[config.mk]
export PLATFORM = sky130hd
export DESIGN_NAME = pwm_measure_average
export DESIGN_NICKNAME = d
export VERILOG_FILES = /design/src/sv/pmavg_pkg.sv /design/src/sv/pmavg_div.sv /design/src/sv/pmavg_win.sv /design/src/sv/pwm_measure_average.sv
export VERILOG_INCLUDE_DIRS = /design/src /design/src/sv
export SDC_FILE = /design/constraint.sdc
export NUM_CORES = 2
export LEC_CHECK = 0
export ABC_AREA = 1
export ABC_CLOCK_PERIOD_IN_PS = 6800
export BUFFER_PORTS_ARGS = -buffer_cell sky130_fd_sc_hd__buf_2
export CAP_MARGIN = 20
export CORE_MARGIN = 1
export CORE_UTILIZATION = 45
export CTS_BUF_LIST = sky130_fd_sc_hd__clkbuf_16
export DETAILED_ROUTE_END_ITERATION = 10
export PLACE_DENSITY = 0.62
export SYNTH_ARGS = -nofsm -noshare
export SYNTH_HDL_FRONTEND = slang
export SYNTH_SLANG_ARGS = --single-unit
[constraint.sdc]
create_clock -name clk -period 6.8 [get_ports clk]
set_clock_uncertainty 0.2 [all_clocks]
set_input_delay 0.68 -clock clk [delete_from_list [all_inputs] [get_ports clk]]
set_output_delay 0.68 -clock clk [all_outputs]
set_load 0.05 [all_outputs]
[src/sv/pwm_measure_average_macros.svh]
// Assertion macros shared by the PWM measurement block.
`ifndef PWM_MEASURE_AVERAGE_MACROS_SVH
`define PWM_MEASURE_AVERAGE_MACROS_SVH

// A property that must hold at every clock edge outside reset.
`define PMAVG_ASSERT_ALWAYS(label, prop, msg) \
  label: assert property (@(posedge clk) disable iff (!rst_n) (prop)) else $error(msg);

// A condition that implies a consequence in the same cycle.
`define PMAVG_ASSERT_IMPL(label, cond, cons, msg) \
  label: assert property (@(posedge clk) disable iff (!rst_n) (cond) |-> (cons)) \
    else $error(msg);

`endif

[src/sv/pmavg_pkg.sv]
// Package with the types and constants of the PWM measurement block.
package pmavg_pkg;

  // Field widths.
  localparam int FREQ_W     = 26;
  localparam int DUTY_W     = 7;
  localparam int COUNT_W    = 32;
  localparam int ACTION_W   = 2;
  localparam int PROD_W     = COUNT_W + DUTY_W;

  // Bit-serial divider geometry.
  localparam int DIV_REM_W  = 32;
  localparam int DIV_NUM_W  = 26;
  localparam int DIV_STEP_W = 5;

  // Action codes carried in tuser.
  localparam logic [ACTION_W-1:0] ACT_CAPTURE = 2'd0;
  localparam logic [ACTION_W-1:0] ACT_TOGGLE  = 2'd1;
  localparam logic [ACTION_W-1:0] ACT_CLEAR   = 2'd2;

  // Register map and reset value.
  localparam int              CFG_ADDR_W    = 3;
  localparam logic            REG_TICK_RATE = 1'b0;
  localparam logic [FREQ_W-1:0] TICK_RESET  = 26'd1000000;

  // Saturated duty value and step counts for the divider passes.
  localparam logic [DUTY_W-1:0]     DUTY_MAX   = 7'd100;
  localparam logic [DIV_STEP_W-1:0] STEPS_FREQ = 5'd26;
  localparam logic [DIV_STEP_W-1:0] STEPS_DUTY = 5'd7;

  // Start request for one divider pass.
  typedef struct packed {
    logic                  start;
    logic [DIV_STEP_W-1:0] steps;
  } div_req_t;

  // Commands to the averaging window.
  typedef struct packed {
    logic push;
    logic clear;
  } win_ctl_t;

endpackage

[src/sv/pmavg_div.sv]
// Restoring divider that retires one quotient bit per cycle.
module pmavg_div (
  input  logic                             clk,
  input  logic                             rst_n,
  input  pmavg_pkg::div_req_t              req,
  input  logic [pmavg_pkg::DIV_REM_W-1:0]  divisor,
  input  logic [pmavg_pkg::DIV_REM_W-1:0]  rem_init,
  input  logic [pmavg_pkg::DIV_NUM_W-1:0]  num,
  output logic                             busy,
  output logic [pmavg_pkg::DIV_NUM_W-1:0]  quot
);

  logic                              busy_r;
  logic [pmavg_pkg::DIV_STEP_W-1:0]  cnt_r;
  logic [pmavg_pkg::DIV_REM_W-1:0]   rem_r;
  logic [pmavg_pkg::DIV_REM_W-1:0]   dvs_r;
  logic [pmavg_pkg::DIV_NUM_W-1:0]   num_r;
  logic [pmavg_pkg::DIV_NUM_W-1:0]   quot_r;

  logic [pmavg_pkg::DIV_REM_W:0]     shifted;
  logic [pmavg_pkg::DIV_REM_W:0]     diff;
  logic                              ge;

  // One trial subtraction with the next numerator bit brought down.
  assign shifted = {rem_r, num_r[pmavg_pkg::DIV_NUM_W-1]};
  assign ge      = (shifted >= {1'b0, dvs_r});
  assign diff    = shifted - {1'b0, dvs_r};

  // Step counter and busy flag.
  always_ff @(posedge clk) begin
    if (!rst_n) begin
      busy_r <= 1'b0;
      cnt_r  <= '0;
    end else if (req.start) begin
      busy_r <= 1'b1;
      cnt_r  <= req.steps;
    end else if (busy_r) begin
      cnt_r <= cnt_r - 1'b1;
      if (cnt_r == pmavg_pkg::DIV_STEP_W'(1)) begin
        busy_r <= 1'b0;
      end
    end
  end

  // Remainder, numerator and quotient shift registers.
  always_ff @(posedge clk) begin
    if (req.start) begin
      rem_r  <= rem_init;
      dvs_r  <= divisor;
      num_r  <= num;
      quot_r <= '0;
    end else if (busy_r) begin
      rem_r  <= ge ? diff[pmavg_pkg::DIV_REM_W-1:0] : shifted[pmavg_pkg::DIV_REM_W-1:0];
      num_r  <= {num_r[pmavg_pkg::DIV_NUM_W-2:0], 1'b0};
      quot_r <= {quot_r[pmavg_pkg::DIV_NUM_W-2:0], ge};
    end
  end

  assign busy = busy_r;
  assign quot = quot_r;

endmodule

[src/sv/pmavg_win.sv]
// Sliding sample window with running sums for frequency and duty.
`include "pwm_measure_average_macros.svh"

module pmavg_win #(
  parameter int WINDOW  = 10,
  parameter int CNT_W   = 4,
  parameter int PTR_W   = 4,
  parameter int FSUM_W  = 30,
  parameter int DSUM_W  = 11
) (
  input  logic                          clk,
  input  logic                          rst_n,
  input  pmavg_pkg::win_ctl_t           ctl,
  input  logic [pmavg_pkg::FREQ_W-1:0]  sample_freq,
  input  logic [pmavg_pkg::DUTY_W-1:0]  sample_duty,
  output logic                          busy,
  output logic [FSUM_W-1:0]             fsum,
  output logic [DSUM_W-1:0]             dsum,
  output logic [CNT_W-1:0]              count
);

  localparam int ENT_W = pmavg_pkg::FREQ_W + pmavg_pkg::DUTY_W;

  logic [ENT_W-1:0]               mem [WINDOW];
  logic [ENT_W-1:0]               old_r;
  logic [pmavg_pkg::FREQ_W-1:0]   samp_f_r;
  logic [pmavg_pkg::DUTY_W-1:0]   samp_d_r;
  logic                           phase_r;
  logic [PTR_W-1:0]               wr_ptr_r;
  logic [CNT_W-1:0]               fill_r;
  logic [FSUM_W-1:0]              fsum_r;
  logic [DSUM_W-1:0]              dsum_r;
  logic                           full;
  logic [FSUM_W-1:0]              fsum_nxt;
  logic [DSUM_W-1:0]              dsum_nxt;

  assign full = (fill_r == CNT_W'(WINDOW));

  // Running sums: add the new sample, drop the oldest once the window is full.
  always_comb begin
    fsum_nxt = fsum_r + FSUM_W'(samp_f_r);
    dsum_nxt = dsum_r + DSUM_W'(samp_d_r);
    if (full) begin
      fsum_nxt = fsum_nxt - FSUM_W'(old_r[pmavg_pkg::FREQ_W-1:0]);
      dsum_nxt = dsum_nxt - DSUM_W'(old_r[ENT_W-1:pmavg_pkg::FREQ_W]);
    end
  end

  // Sample store: the oldest entry is read at the write slot before it is replaced.
  always_ff @(posedge clk) begin
    if (ctl.push) begin
      old_r    <= mem[wr_ptr_r];
      samp_f_r <= sample_freq;
      samp_d_r <= sample_duty;
    end
    if (phase_r) begin
      mem[wr_ptr_r] <= {samp_d_r, samp_f_r};
    end
  end

  // Pointer, fill count and sums.
  always_ff @(posedge clk) begin
    if (!rst_n || ctl.clear) begin
      phase_r  <= 1'b0;
      wr_ptr_r <= '0;
      fill_r   <= '0;
      fsum_r   <= '0;
      dsum_r   <= '0;
    end else begin
      phase_r <= ctl.push;
      if (phase_r) begin
        fsum_r <= fsum_nxt;
        dsum_r <= dsum_nxt;
        if (!full) begin
          fill_r <= fill_r + 1'b1;
        end
        if (wr_ptr_r == PTR_W'(WINDOW - 1)) begin
          wr_ptr_r <= '0;
        end else begin
          wr_ptr_r <= wr_ptr_r + 1'b1;
        end
      end
    end
  end

  assign busy  = phase_r;
  assign fsum  = fsum_r;
  assign dsum  = dsum_r;
  assign count = fill_r;

  // The fill count never passes the window depth.
  `PMAVG_ASSERT_ALWAYS(a_fill_bound, fill_r <= CNT_W'(WINDOW), "window fill count overflow")
  // Until the window is full the write slot is the fill count.
  `PMAVG_ASSERT_IMPL(a_ptr_fill, !full, CNT_W'(wr_ptr_r) == fill_r, "write slot out of step")
  // A push is never issued while the previous one is completing.
  `PMAVG_ASSERT_IMPL(a_push_gap, phase_r, !ctl.push, "window push overlaps")

endmodule

[src/sv/pwm_measure_average.sv]
// PWM input measurement: instantaneous and windowed frequency and duty cycle.
//
// Input channel: each beat carries an action in in_tuser (capture, toggle
// measuring, clear the windows) and a capture's period and high counts in
// in_tdata. A capture while measuring is on, or a toggle back on with a held
// capture, yields one output beat; other actions yield none. A capture taken
// while measuring is off is held, the latest one replacing any earlier.
// Output channel: one beat with frequency, duty and their window means.
// Configuration: APB register 0 holds the counter tick rate in hertz.
// Each result takes two 26-step passes of the bit-serial frequency divider,
// for the capture and then the window means, with the window update between.
// A capture holds off the next input beat until its output beat is issued.
// Resultless actions leave the sequencer idle. One item is worked at a time.
// A new input beat is accepted while a finished output beat waits; a
// following result then waits in the sequencer until the receiver takes it.
// Reset empties both windows, turns measuring on, drops any held capture and
// sets the tick rate to one megahertz. No clearing pass is needed.
`include "pwm_measure_average_macros.svh"

module pwm_measure_average #(
  parameter int WINDOW = 10
) (
  input  logic                                clk,
  input  logic                                rst_n,
  // Input stream.
  input  logic                                in_tvalid,
  output logic                                in_tready,
  input  logic [63:0]                         in_tdata,   // period_count[31:0], high_count[63:32]
  input  logic [pmavg_pkg::ACTION_W-1:0]      in_tuser,   // action[1:0]
  // Output stream.
  output logic                                out_tvalid,
  input  logic                                out_tready,
  output logic [71:0]                         out_tdata,  // freq_hz[25:0], duty_pct[32:26],
                                                          // avg_freq_hz[58:33],
                                                          // avg_duty_pct[65:59], zeros[71:66]
  // Configuration port.
  input  logic                                cfg_psel,
  input  logic                                cfg_penable,
  input  logic                                cfg_pwrite,
  input  logic [pmavg_pkg::CFG_ADDR_W-1:0]    cfg_paddr,
  input  logic [31:0]                         cfg_pwdata,
  output logic [31:0]                         cfg_prdata,
  output logic                                cfg_pready
);

  localparam int CNT_W  = $clog2(WINDOW + 1);
  localparam int PTR_W  = (WINDOW > 1) ? $clog2(WINDOW) : 1;
  localparam int FSUM_W = pmavg_pkg::FREQ_W + CNT_W;
  localparam int DSUM_W = pmavg_pkg::DUTY_W + CNT_W;
  localparam int FW     = pmavg_pkg::FREQ_W;
  localparam int DW     = pmavg_pkg::DUTY_W;
  localparam int RW     = pmavg_pkg::DIV_REM_W;
  localparam int NW     = pmavg_pkg::DIV_NUM_W;
  localparam int CW     = pmavg_pkg::COUNT_W;

  // Sequencer states.
  localparam logic [3:0] S_IDLE  = 4'd0;
  localparam logic [3:0] S_MUL   = 4'd1;
  localparam logic [3:0] S_DIV1  = 4'd2;
  localparam logic [3:0] S_WAIT1 = 4'd3;
  localparam logic [3:0] S_PUSH  = 4'd4;
  localparam logic [3:0] S_PWAIT = 4'd5;
  localparam logic [3:0] S_DIV2  = 4'd6;
  localparam logic [3:0] S_WAIT2 = 4'd7;
  localparam logic [3:0] S_OUT   = 4'd8;

  logic [3:0]                  state_r;
  logic [3:0]                  state_nxt;
  logic [FW-1:0]               tick_r;
  logic                        meas_r;
  logic                        pend_valid_r;
  logic [CW-1:0]               pend_period_r;
  logic [CW-1:0]               pend_high_r;
  logic [CW-1:0]               op_period_r;
  logic [CW-1:0]               op_high_r;
  logic [pmavg_pkg::PROD_W-1:0] prod_r;
  logic                        zero_r;
  logic                        sat_r;
  logic [FW-1:0]               freq_r;
  logic [DW-1:0]               duty_r;
  logic                        out_valid_r;
  logic [71:0]                 out_data_r;

  logic                        in_fire;
  logic                        cfg_wr;
  logic                        out_free;
  logic                        run_cap;
  logic                        run_pend;

  pmavg_pkg::div_req_t         req_f;
  pmavg_pkg::div_req_t         req_d;
  logic [RW-1:0]               dvs_f;
  logic [RW-1:0]               dvs_d;
  logic [RW-1:0]               rem_f;
  logic [RW-1:0]               rem_d;
  logic [NW-1:0]               num_f;
  logic [NW-1:0]               num_d;
  logic                        busy_f;
  logic                        busy_d;
  logic [NW-1:0]               quot_f;
  logic [NW-1:0]               quot_d;

  pmavg_pkg::win_ctl_t         win_ctl;
  logic                        win_busy;
  logic [FSUM_W-1:0]           fsum;
  logic [DSUM_W-1:0]           dsum;
  logic [CNT_W-1:0]            count;

  assign in_fire  = in_tvalid && in_tready;
  assign cfg_wr   = cfg_psel && cfg_penable && cfg_pwrite && cfg_pready;
  assign out_free = !out_valid_r || out_tready;
  assign in_tready = (state_r == S_IDLE);

  // Decode of the accepted beat.
  assign run_cap  = in_fire && (in_tuser == pmavg_pkg::ACT_CAPTURE) && meas_r;
  assign run_pend = in_fire && (in_tuser == pmavg_pkg::ACT_TOGGLE) && !meas_r && pend_valid_r;

  // Configuration register.
  always_ff @(posedge clk) begin
    if (!rst_n) begin
      tick_r <= pmavg_pkg::TICK_RESET;
    end else if (cfg_wr && (cfg_paddr[2] == pmavg_pkg::REG_TICK_RATE)) begin
      tick_r <= cfg_pwdata[FW-1:0];
    end
  end

  assign cfg_pready = 1'b1;
  assign cfg_prdata = (cfg_paddr[2] == pmavg_pkg::REG_TICK_RATE) ? 32'(tick_r) : '0;

  // Measuring flag and held capture.
  always_ff @(posedge clk) begin
    if (!rst_n) begin
      meas_r       <= 1'b1;
      pend_valid_r <= 1'b0;
    end else if (in_fire) begin
      if (in_tuser == pmavg_pkg::ACT_TOGGLE) begin
        meas_r <= !meas_r;
        if (!meas_r) begin
          pend_valid_r <= 1'b0;
        end
      end else if (in_tuser == pmavg_pkg::ACT_CAPTURE && !meas_r) begin
        pend_valid_r <= 1'b1;
      end
    end
  end

  always_ff @(posedge clk) begin
    if (in_fire && in_tuser == pmavg_pkg::ACT_CAPTURE && !meas_r) begin
      pend_period_r <= in_tdata[CW-1:0];
      pend_high_r   <= in_tdata[2*CW-1:CW];
    end
  end

  // Sequencer.
  always_comb begin
    state_nxt = state_r;
    case (state_r)
      S_IDLE:  if (run_cap || run_pend) state_nxt = S_MUL;
      S_MUL:   state_nxt = S_DIV1;
      S_DIV1:  state_nxt = S_WAIT1;
      S_WAIT1: if (!busy_f && !busy_d) state_nxt = S_PUSH;
      S_PUSH:  state_nxt = S_PWAIT;
      S_PWAIT: if (!win_busy) state_nxt = S_DIV2;
      S_DIV2:  state_nxt = S_WAIT2;
      S_WAIT2: if (!busy_f && !busy_d) state_nxt = S_OUT;
      S_OUT:   if (out_free) state_nxt = S_IDLE;
      default: state_nxt = S_IDLE;
    endcase
  end

  always_ff @(posedge clk) begin
    if (!rst_n) begin
      state_r <= S_IDLE;
    end else begin
      state_r <= state_nxt;
    end
  end

  // Operands of the capture being worked.
  always_ff @(posedge clk) begin
    if (run_cap) begin
      op_period_r <= in_tdata[CW-1:0];
      op_high_r   <= in_tdata[2*CW-1:CW];
    end else if (run_pend) begin
      op_period_r <= pend_period_r;
      op_high_r   <= pend_high_r;
    end
  end

  // High count times 100 as a sum of shifts; zero and saturation flags.
  always_ff @(posedge clk) begin
    if (state_r == S_MUL) begin
      prod_r <= {op_high_r, 7'b0} - {2'b0, op_high_r, 5'b0} + {5'b0, op_high_r, 2'b0};
      zero_r <= (op_period_r == '0);
      sat_r  <= (op_high_r >= op_period_r);
    end
  end

  // Instantaneous results once the first divider pass ends.
  always_ff @(posedge clk) begin
    if (state_r == S_WAIT1 && !busy_f && !busy_d) begin
      freq_r <= zero_r ? '0 : quot_f;
      duty_r <= zero_r ? '0 : (sat_r ? pmavg_pkg::DUTY_MAX : quot_d[DW-1:0]);
    end
  end

  // Divider operands: capture quotients first, window means second.
  always_comb begin
    req_f.start = (state_r == S_DIV1) || (state_r == S_DIV2);
    req_f.steps = pmavg_pkg::STEPS_FREQ;
    req_d.start = req_f.start;
    req_d.steps = pmavg_pkg::STEPS_DUTY;
    if (state_r == S_DIV2) begin
      dvs_f = RW'(count);
      rem_f = RW'(fsum[FSUM_W-1:FW]);
      num_f = fsum[FW-1:0];
      dvs_d = RW'(count);
      rem_d = RW'(dsum[DSUM_W-1:DW]);
      num_d = {dsum[DW-1:0], (NW-DW)'(0)};
    end else begin
      dvs_f = op_period_r;
      rem_f = '0;
      num_f = tick_r;
      dvs_d = op_period_r;
      rem_d = prod_r[pmavg_pkg::PROD_W-1:DW];
      num_d = {prod_r[DW-1:0], (NW-DW)'(0)};
    end
  end

  pmavg_div u_div_freq (
    .clk      (clk),
    .rst_n    (rst_n),
    .req      (req_f),
    .divisor  (dvs_f),
    .rem_init (rem_f),
    .num      (num_f),
    .busy     (busy_f),
    .quot     (quot_f)
  );

  pmavg_div u_div_duty (
    .clk      (clk),
    .rst_n    (rst_n),
    .req      (req_d),
    .divisor  (dvs_d),
    .rem_init (rem_d),
    .num      (num_d),
    .busy     (busy_d),
    .quot     (quot_d)
  );

  // Window commands.
  assign win_ctl.push  = (state_r == S_PUSH);
  assign win_ctl.clear = in_fire && (in_tuser == pmavg_pkg::ACT_CLEAR);

  pmavg_win #(
    .WINDOW (WINDOW),
    .CNT_W  (CNT_W),
    .PTR_W  (PTR_W),
    .FSUM_W (FSUM_W),
    .DSUM_W (DSUM_W)
  ) u_win (
    .clk         (clk),
    .rst_n       (rst_n),
    .ctl         (win_ctl),
    .sample_freq (freq_r),
    .sample_duty (duty_r),
    .busy        (win_busy),
    .fsum        (fsum),
    .dsum        (dsum),
    .count       (count)
  );

  // Output register.
  always_ff @(posedge clk) begin
    if (!rst_n) begin
      out_valid_r <= 1'b0;
    end else if (state_r == S_OUT && out_free) begin
      out_valid_r <= 1'b1;
    end else if (out_tready) begin
      out_valid_r <= 1'b0;
    end
  end

  always_ff @(posedge clk) begin
    if (state_r == S_OUT && out_free) begin
      out_data_r <= {6'b0, quot_d[DW-1:0], quot_f, duty_r, freq_r};
    end
  end

  assign out_tvalid = out_valid_r;
  assign out_tdata  = out_data_r;

  // A held capture exists only while measuring is off.
  `PMAVG_ASSERT_ALWAYS(a_pend_off, !(pend_valid_r && meas_r), "held capture while measuring")
  // Reported duty and mean duty never exceed 100 percent.
  `PMAVG_ASSERT_IMPL(a_duty_max, out_tvalid,
                     out_tdata[32:26] <= pmavg_pkg::DUTY_MAX, "duty above 100")
  `PMAVG_ASSERT_IMPL(a_avg_duty_max, out_tvalid,
                     out_tdata[65:59] <= pmavg_pkg::DUTY_MAX, "mean duty above 100")
  // The mean pass always divides by a nonzero fill count.
  `PMAVG_ASSERT_IMPL(a_fill_nonzero, state_r == S_DIV2, count != '0, "empty window at mean")

endmodule
Yosys cells after proc, flatten, opt, wreduce, memory -nomap -nowiden --
Memories as Yosys holds them, arrays and structs flattened. A register that Yosys moved wholly into a read port is not among the register bits. Index checks and enable logic that the tools add are counted.
Storage, ports and cells: register bits after elaboration 577, bits in writable memories 330, input bits 108, output and inout port bits 107, logic and storage cells 162, memories 1
Operators by class: add/subtract/negate cells 12, $lt $le $gt $ge 3, equality and inequality tests 20, mux-type cells 47, bitwise gates (word level) 3, reduce and logical (&&, ||, !) cells 39
Memory list:
- u_win.mem | words 10, bits a word 33, rd ports 1, clocked after memory_dff 1, wr ports 1, line pmavg_win.sv:24 | logic [ENT_W-1:0] mem [WINDOW];
Operators with widths (number):
- 32-bit 2-to-1 mux | 11
- 26-bit 2-to-1 mux | 7
- 33-bit by 32-bit >= comparator with 1-bit output | 2
- 32-bit subtractor | 2
- 39-bit by 34-bit adder with 39-bit output | 1
- 39-bit by 37-bit subtractor with 39-bit output | 1
- 4-bit case mux with 9 select lines | 1
- 32-bit >= comparator | 1
- 32-bit logical NOT | 1
- 4-bit 2-to-1 mux | 8
- 30-bit by 26-bit adder with 30-bit output | 1
- 30-bit 2-to-1 mux | 1
- 30-bit by 26-bit subtractor with 30-bit output | 1
- 4-bit by 3-bit == test with 1-bit output, second input constant | 4
- 1-bit logical AND | 16
- 1-bit 2-to-1 mux | 13
- 4-bit == test, second input constant | 3
- 11-bit by 7-bit adder with 11-bit output | 1
- 11-bit 2-to-1 mux | 1
- 11-bit by 7-bit subtractor with 11-bit output | 1
- 5-bit by 1-bit == test with 1-bit output, second input constant | 2
- 5-bit 2-to-1 mux | 2
- 2-bit inequality test, second input constant | 5
- 2-bit nonzero test | 5
- other kinds (18) | 33

Depth between registers and ports, before layout --
word-level depth 8, gate-level depth with buffers 27, gate-level depth less buffers 27

Hierarchy --
A second synthesis with hierarchy kept.
Second synthesis, totals: cells, all modules 5708, area total of the unflattened synthesis 52222.6 sq um
Modules (own cells, without submodules):
- pmavg_win | times used 1, cells an instance 1963, area an instance 20749.9 sq um, seq. area each 12892.4 sq um
- pwm_measure_average | times used 1, cells an instance 1638, area an instance 15976.6 sq um, seq. area each 8648.3 sq um
- pmavg_div (u_div_freq) | times used 1, cells an instance 1054, area an instance 7785.0 sq um, seq. area each 3343.2 sq um
- pmavg_div (u_div_duty) | times used 1, cells an instance 1053, area an instance 7711.1 sq um, seq. area each 3343.2 sq um

Worst setup path after synthesis --
OpenSTA, ideal clock, no wires.
path type register -> register, start register state_r[3], end register prod_r[10] in the netlist's numbering (enable), library setup time 0.533 ns, arrival time 4.200 ns, required time 6.067 ns, setup slack 1.868 ns, stages on the path, launching flop included 2, buffers on the path 0, period minus slack after synthesis 4.932 ns, path through dfxtp_1 -> nor4_1
Between the ends: word-level cells in the longest chain between the ends 1
RTL lines:
- from (decl) | line pwm_measure_average.sv:67 | logic [3:0] state_r;
- from (signal assigned) | line pwm_measure_average.sv:175 | state_r <= state_nxt;
- 4-bit by 1-bit == test with 1-bit output | line pwm_measure_average.sv:192 | if (state_r == S_MUL) begin
- to (signal assigned) | line pwm_measure_average.sv:193 | prod_r <= {op_high_r, 7'b0} - {2'b0, op_high_r, 5'b0} + {5'b0, op_high_r, 2'b0};
- to (decl) | line pwm_measure_average.sv:76 | logic [pmavg_pkg::PROD_W-1:0] prod_r;
No other way between the ends. A chain may end at the register's enable or synchronous reset.

Final worst setup path --
start register u_win.samp_f_r[12] in the netlist's numbering, end register u_win.fsum_r[27] (netlist: u_win.fsum[27])
Between the ends: word-level cells in the longest chain between the ends 3
RTL lines:
- from (decl) | line pmavg_win.sv:26 | logic [pmavg_pkg::FREQ_W-1:0] samp_f_r;
- from (signal assigned) | line pmavg_win.sv:53 | samp_f_r <= sample_freq;
- 30-bit by 26-bit adder with 30-bit output (*) | line pmavg_win.sv:41 | fsum_nxt = fsum_r + FSUM_W'(samp_f_r);
- 30-bit by 26-bit subtractor with 30-bit output | line pmavg_win.sv:44 | fsum_nxt = fsum_nxt - FSUM_W'(old_r[pmavg_pkg::FREQ_W-1:0]);
- 30-bit 2-to-1 mux (*) | line pmavg_win.sv:43 | if (full) begin
- to (signal assigned) | line pmavg_win.sv:72 | fsum_r <= fsum_nxt;
- to (decl) | line pmavg_win.sv:31 | logic [FSUM_W-1:0] fsum_r;
Every way passes the cells marked *; elsewhere a longest branch is shown, timed or not.

==> metrics.txt <==
TritonCTS clock tree built; ranking of synthesized cells by area edfxtp_1 (51%), nand2_1 (6.5%), ha_1 (5.6%); DRT Pass-1 Iters 6; setup TNS 0 ps; worst relative slew slack 0.260; Synth Register Bits roughly 920; Die Width 323 um; distinct cell type count after synthesis 62; Total Power ~20,000 uW; CP required 7160 ps; All-Layer GR Usage 0.239; share of flip-flops with an asynchronous set or reset 0; CTS Hold Bufs approximately 70; Nets about 5,200; H-tree levels 3; Setup Crit Path Kind flip-flop to flip-flop; routed wire length 125 mm; Post-Syn Instances around 4,600; min-delay worst type input pin to flip-flop; routability cong. between 0.9 and 1; Synth top area share 0.512; pin count of the biggest net entering global routing 95; DR vias/cell between 5 and 6; detailed placer's ending HPWL a little under 90 mm; Core ar. around 100,000 um2; std cell rows about 120; final std cells w/o fill 6,349; final setup vio count 0; drt wl/cell between 15 and 20 um; ys flop type edfxtp_1; CTS clk-pin slew, worst paths ~60 ps; register area share after synthesis 0.568; fill count slightly above 9,000; number of synthesized flops with an enable pin 791; Area Growth Syn to Fin 13.6%; maximum vdd drop around 0.23 mV; critical path startpoint category flip-flop; Sink Count between 900 and 1,000; root buf cell clkbuf_16; mapped cell area 46,400 um2; RSZ-0062 raised after global routing false; vias in the first global route between 30,000 and 40,000; I/O Buffers roughly 190; worst hold slack about 67 ps; Slew Viols, Final 0; fraction of layout cells with a size suffix above 1 0.101; fmax 230 MHz; hold depth 3; Residual DRC 0; Fin. Hold Viols 0; synthesis warning total 0; CTS Buffer Depth 3; initial core utilization 0.454; post-layout minimum cycle time 4350 ps; Post-CTS Setup Bufs 0; Final ANT Viol Nets 0; Detailed Route Iter0 Violations 2,932; Num CTS Buffers 96; die area around 100,000 um2; post-CTS sizing 0; Clk Latency, worst-skew pair 690 ps; R2R cell count 23; dpl cells about 6,100; Static Leak approximately 0.021 uW; # Max-Cap Violations 0; post-route worst setup slack ~2400 ps; global route overflow 0; CP endpoint kind flip-flop; CP max FO 11; antenna violations before repair 8; I/O pin count ~220; Yosys top cell by area edfxtp_1; mean post-synth cell area 10.0 um2; die height approximately 320 um; Final period util 0.640; worst slack, placed ~2500 ps; most frequent cell after synthesis nand2_1; PwrDens approximately 380 nW/um2; status complete, no violations; via count 33,700; critical path arrival ~4700 ps; first-pass GRT wire length between 150 and 200 mm; most instantiated cells after synthesis nand2_1 (809), edfxtp_1 (791), inv_1 (616); worst slew pin tran 1110 ps
## metal layers
layer	vias up	share of wire	global-route usage
met5	-	0	0
met4	0	0.026	0.0760
met3	176	0.069	0.0327
met2	1106	0.43	0.355
met1	15900	0.48	0.359
li1	16500	-	-
## critical path, cell delays in order (launching register included)
cell	delay (ps)
edfxtp_1	560
ha_1	430
nand2_1	110
nor2_1	180
inv_1	70
nor3_1	130
nand2_1	90
nand2_1	140
a21oi_1	110
o21ai_0	240
nand2_1	100
and2_1	180
ha_1	350
nand2_1	130
nor2_1	180
nand2_1	100
nor3_1	140
nand2_1	70
nand3_1	200
nand3_1	190
nand3_1	120
nand2_1	50
nor2_1	110
nor2_1	40
## placed cells by master (no fill, tap or decap), drive strengths merged, types with 4 or more instances in the layout
master	count
nand3	235
a31oi	90
and2	4
a21oi	254
a221oi	6
and3	7
o31ai	4
a21boi	7
or2	17
edfxtp	791
o21a	7
o211ai	56
clkbuf	98
bufinv	6
nor4	19
dlygate4sd3	71
o22ai	10
o221ai	14
conb	13
nor2	483
a22oi	98
ha	209
buf	236
nand3b	6
nand4	27
o21bai	17
o21ai	195
xnor2	44
dfxtp	128
fa	33
clkinv	36
mux2	64
or3	33
xor2	80
nor3	73
inv	659
nand2	817
a21o	19
## cell type report
type	instances	area (um2)	share of cell area
Clock buffer	98	2450	0.0465
Tap cell	1368	1710	0.0325
Clock inverter	80	617	0.0117
Sequential cell	919	26300	0.499
Multi-Input combinational cell	2951	17200	0.327
Inverter	623	2340	0.0444
Antenna cell	3	7.51	0.000142
Timing Repair Buffer	307	2010	0.0382
## final timing paths
kind                                  endpoint  slack [ps]                from
worst min register to register   out_tdata[30]         250           duty_r[4]
worst max-delay path            u_win.fsum[27]        2450  u_win.samp_f_r[12]
worst max register to register  u_win.fsum[27]        2450  u_win.samp_f_r[12]
worst min-delay path                tick_r[15]          70      cfg_pwdata[15]
## per-stage QoR
step / instance area (um2) / util
2_1_floorplan: 46400 / -
3_3_place_gp: 48900 / 0.479
3_5_place_dp: 48900 / 0.479
4_1_cts: 52700 / 0.516
5_1_grt: 52700 / 0.516
6_report: 52700 / 0.516
## cells by family after synthesis
logic type	Yosys count	share of synthesized area
simple gates	1722	0.156
mux	64	0.0155
flops	919	0.568
fa+ha+maj	242	0.0706
xor+xnor	124	0.0234
other cells	2	0.000162
buf+inv	772	0.0649
compound gates	786	0.102
## flip-flops by register name, summed over array words and instances, names as in the netlist, 33 cells and up
name         flops
out_tdata       66
prod_r          37
u_win.mem      330
u_win.old_r     33
## power by group
part	switching [uW]	total, uW	internal, uW
registers	491	7850	7360
clock network	2230	5090	2860
logic	4870	7200	2340
total	7590	20100	12500
(Power assumes the default switching activity.)
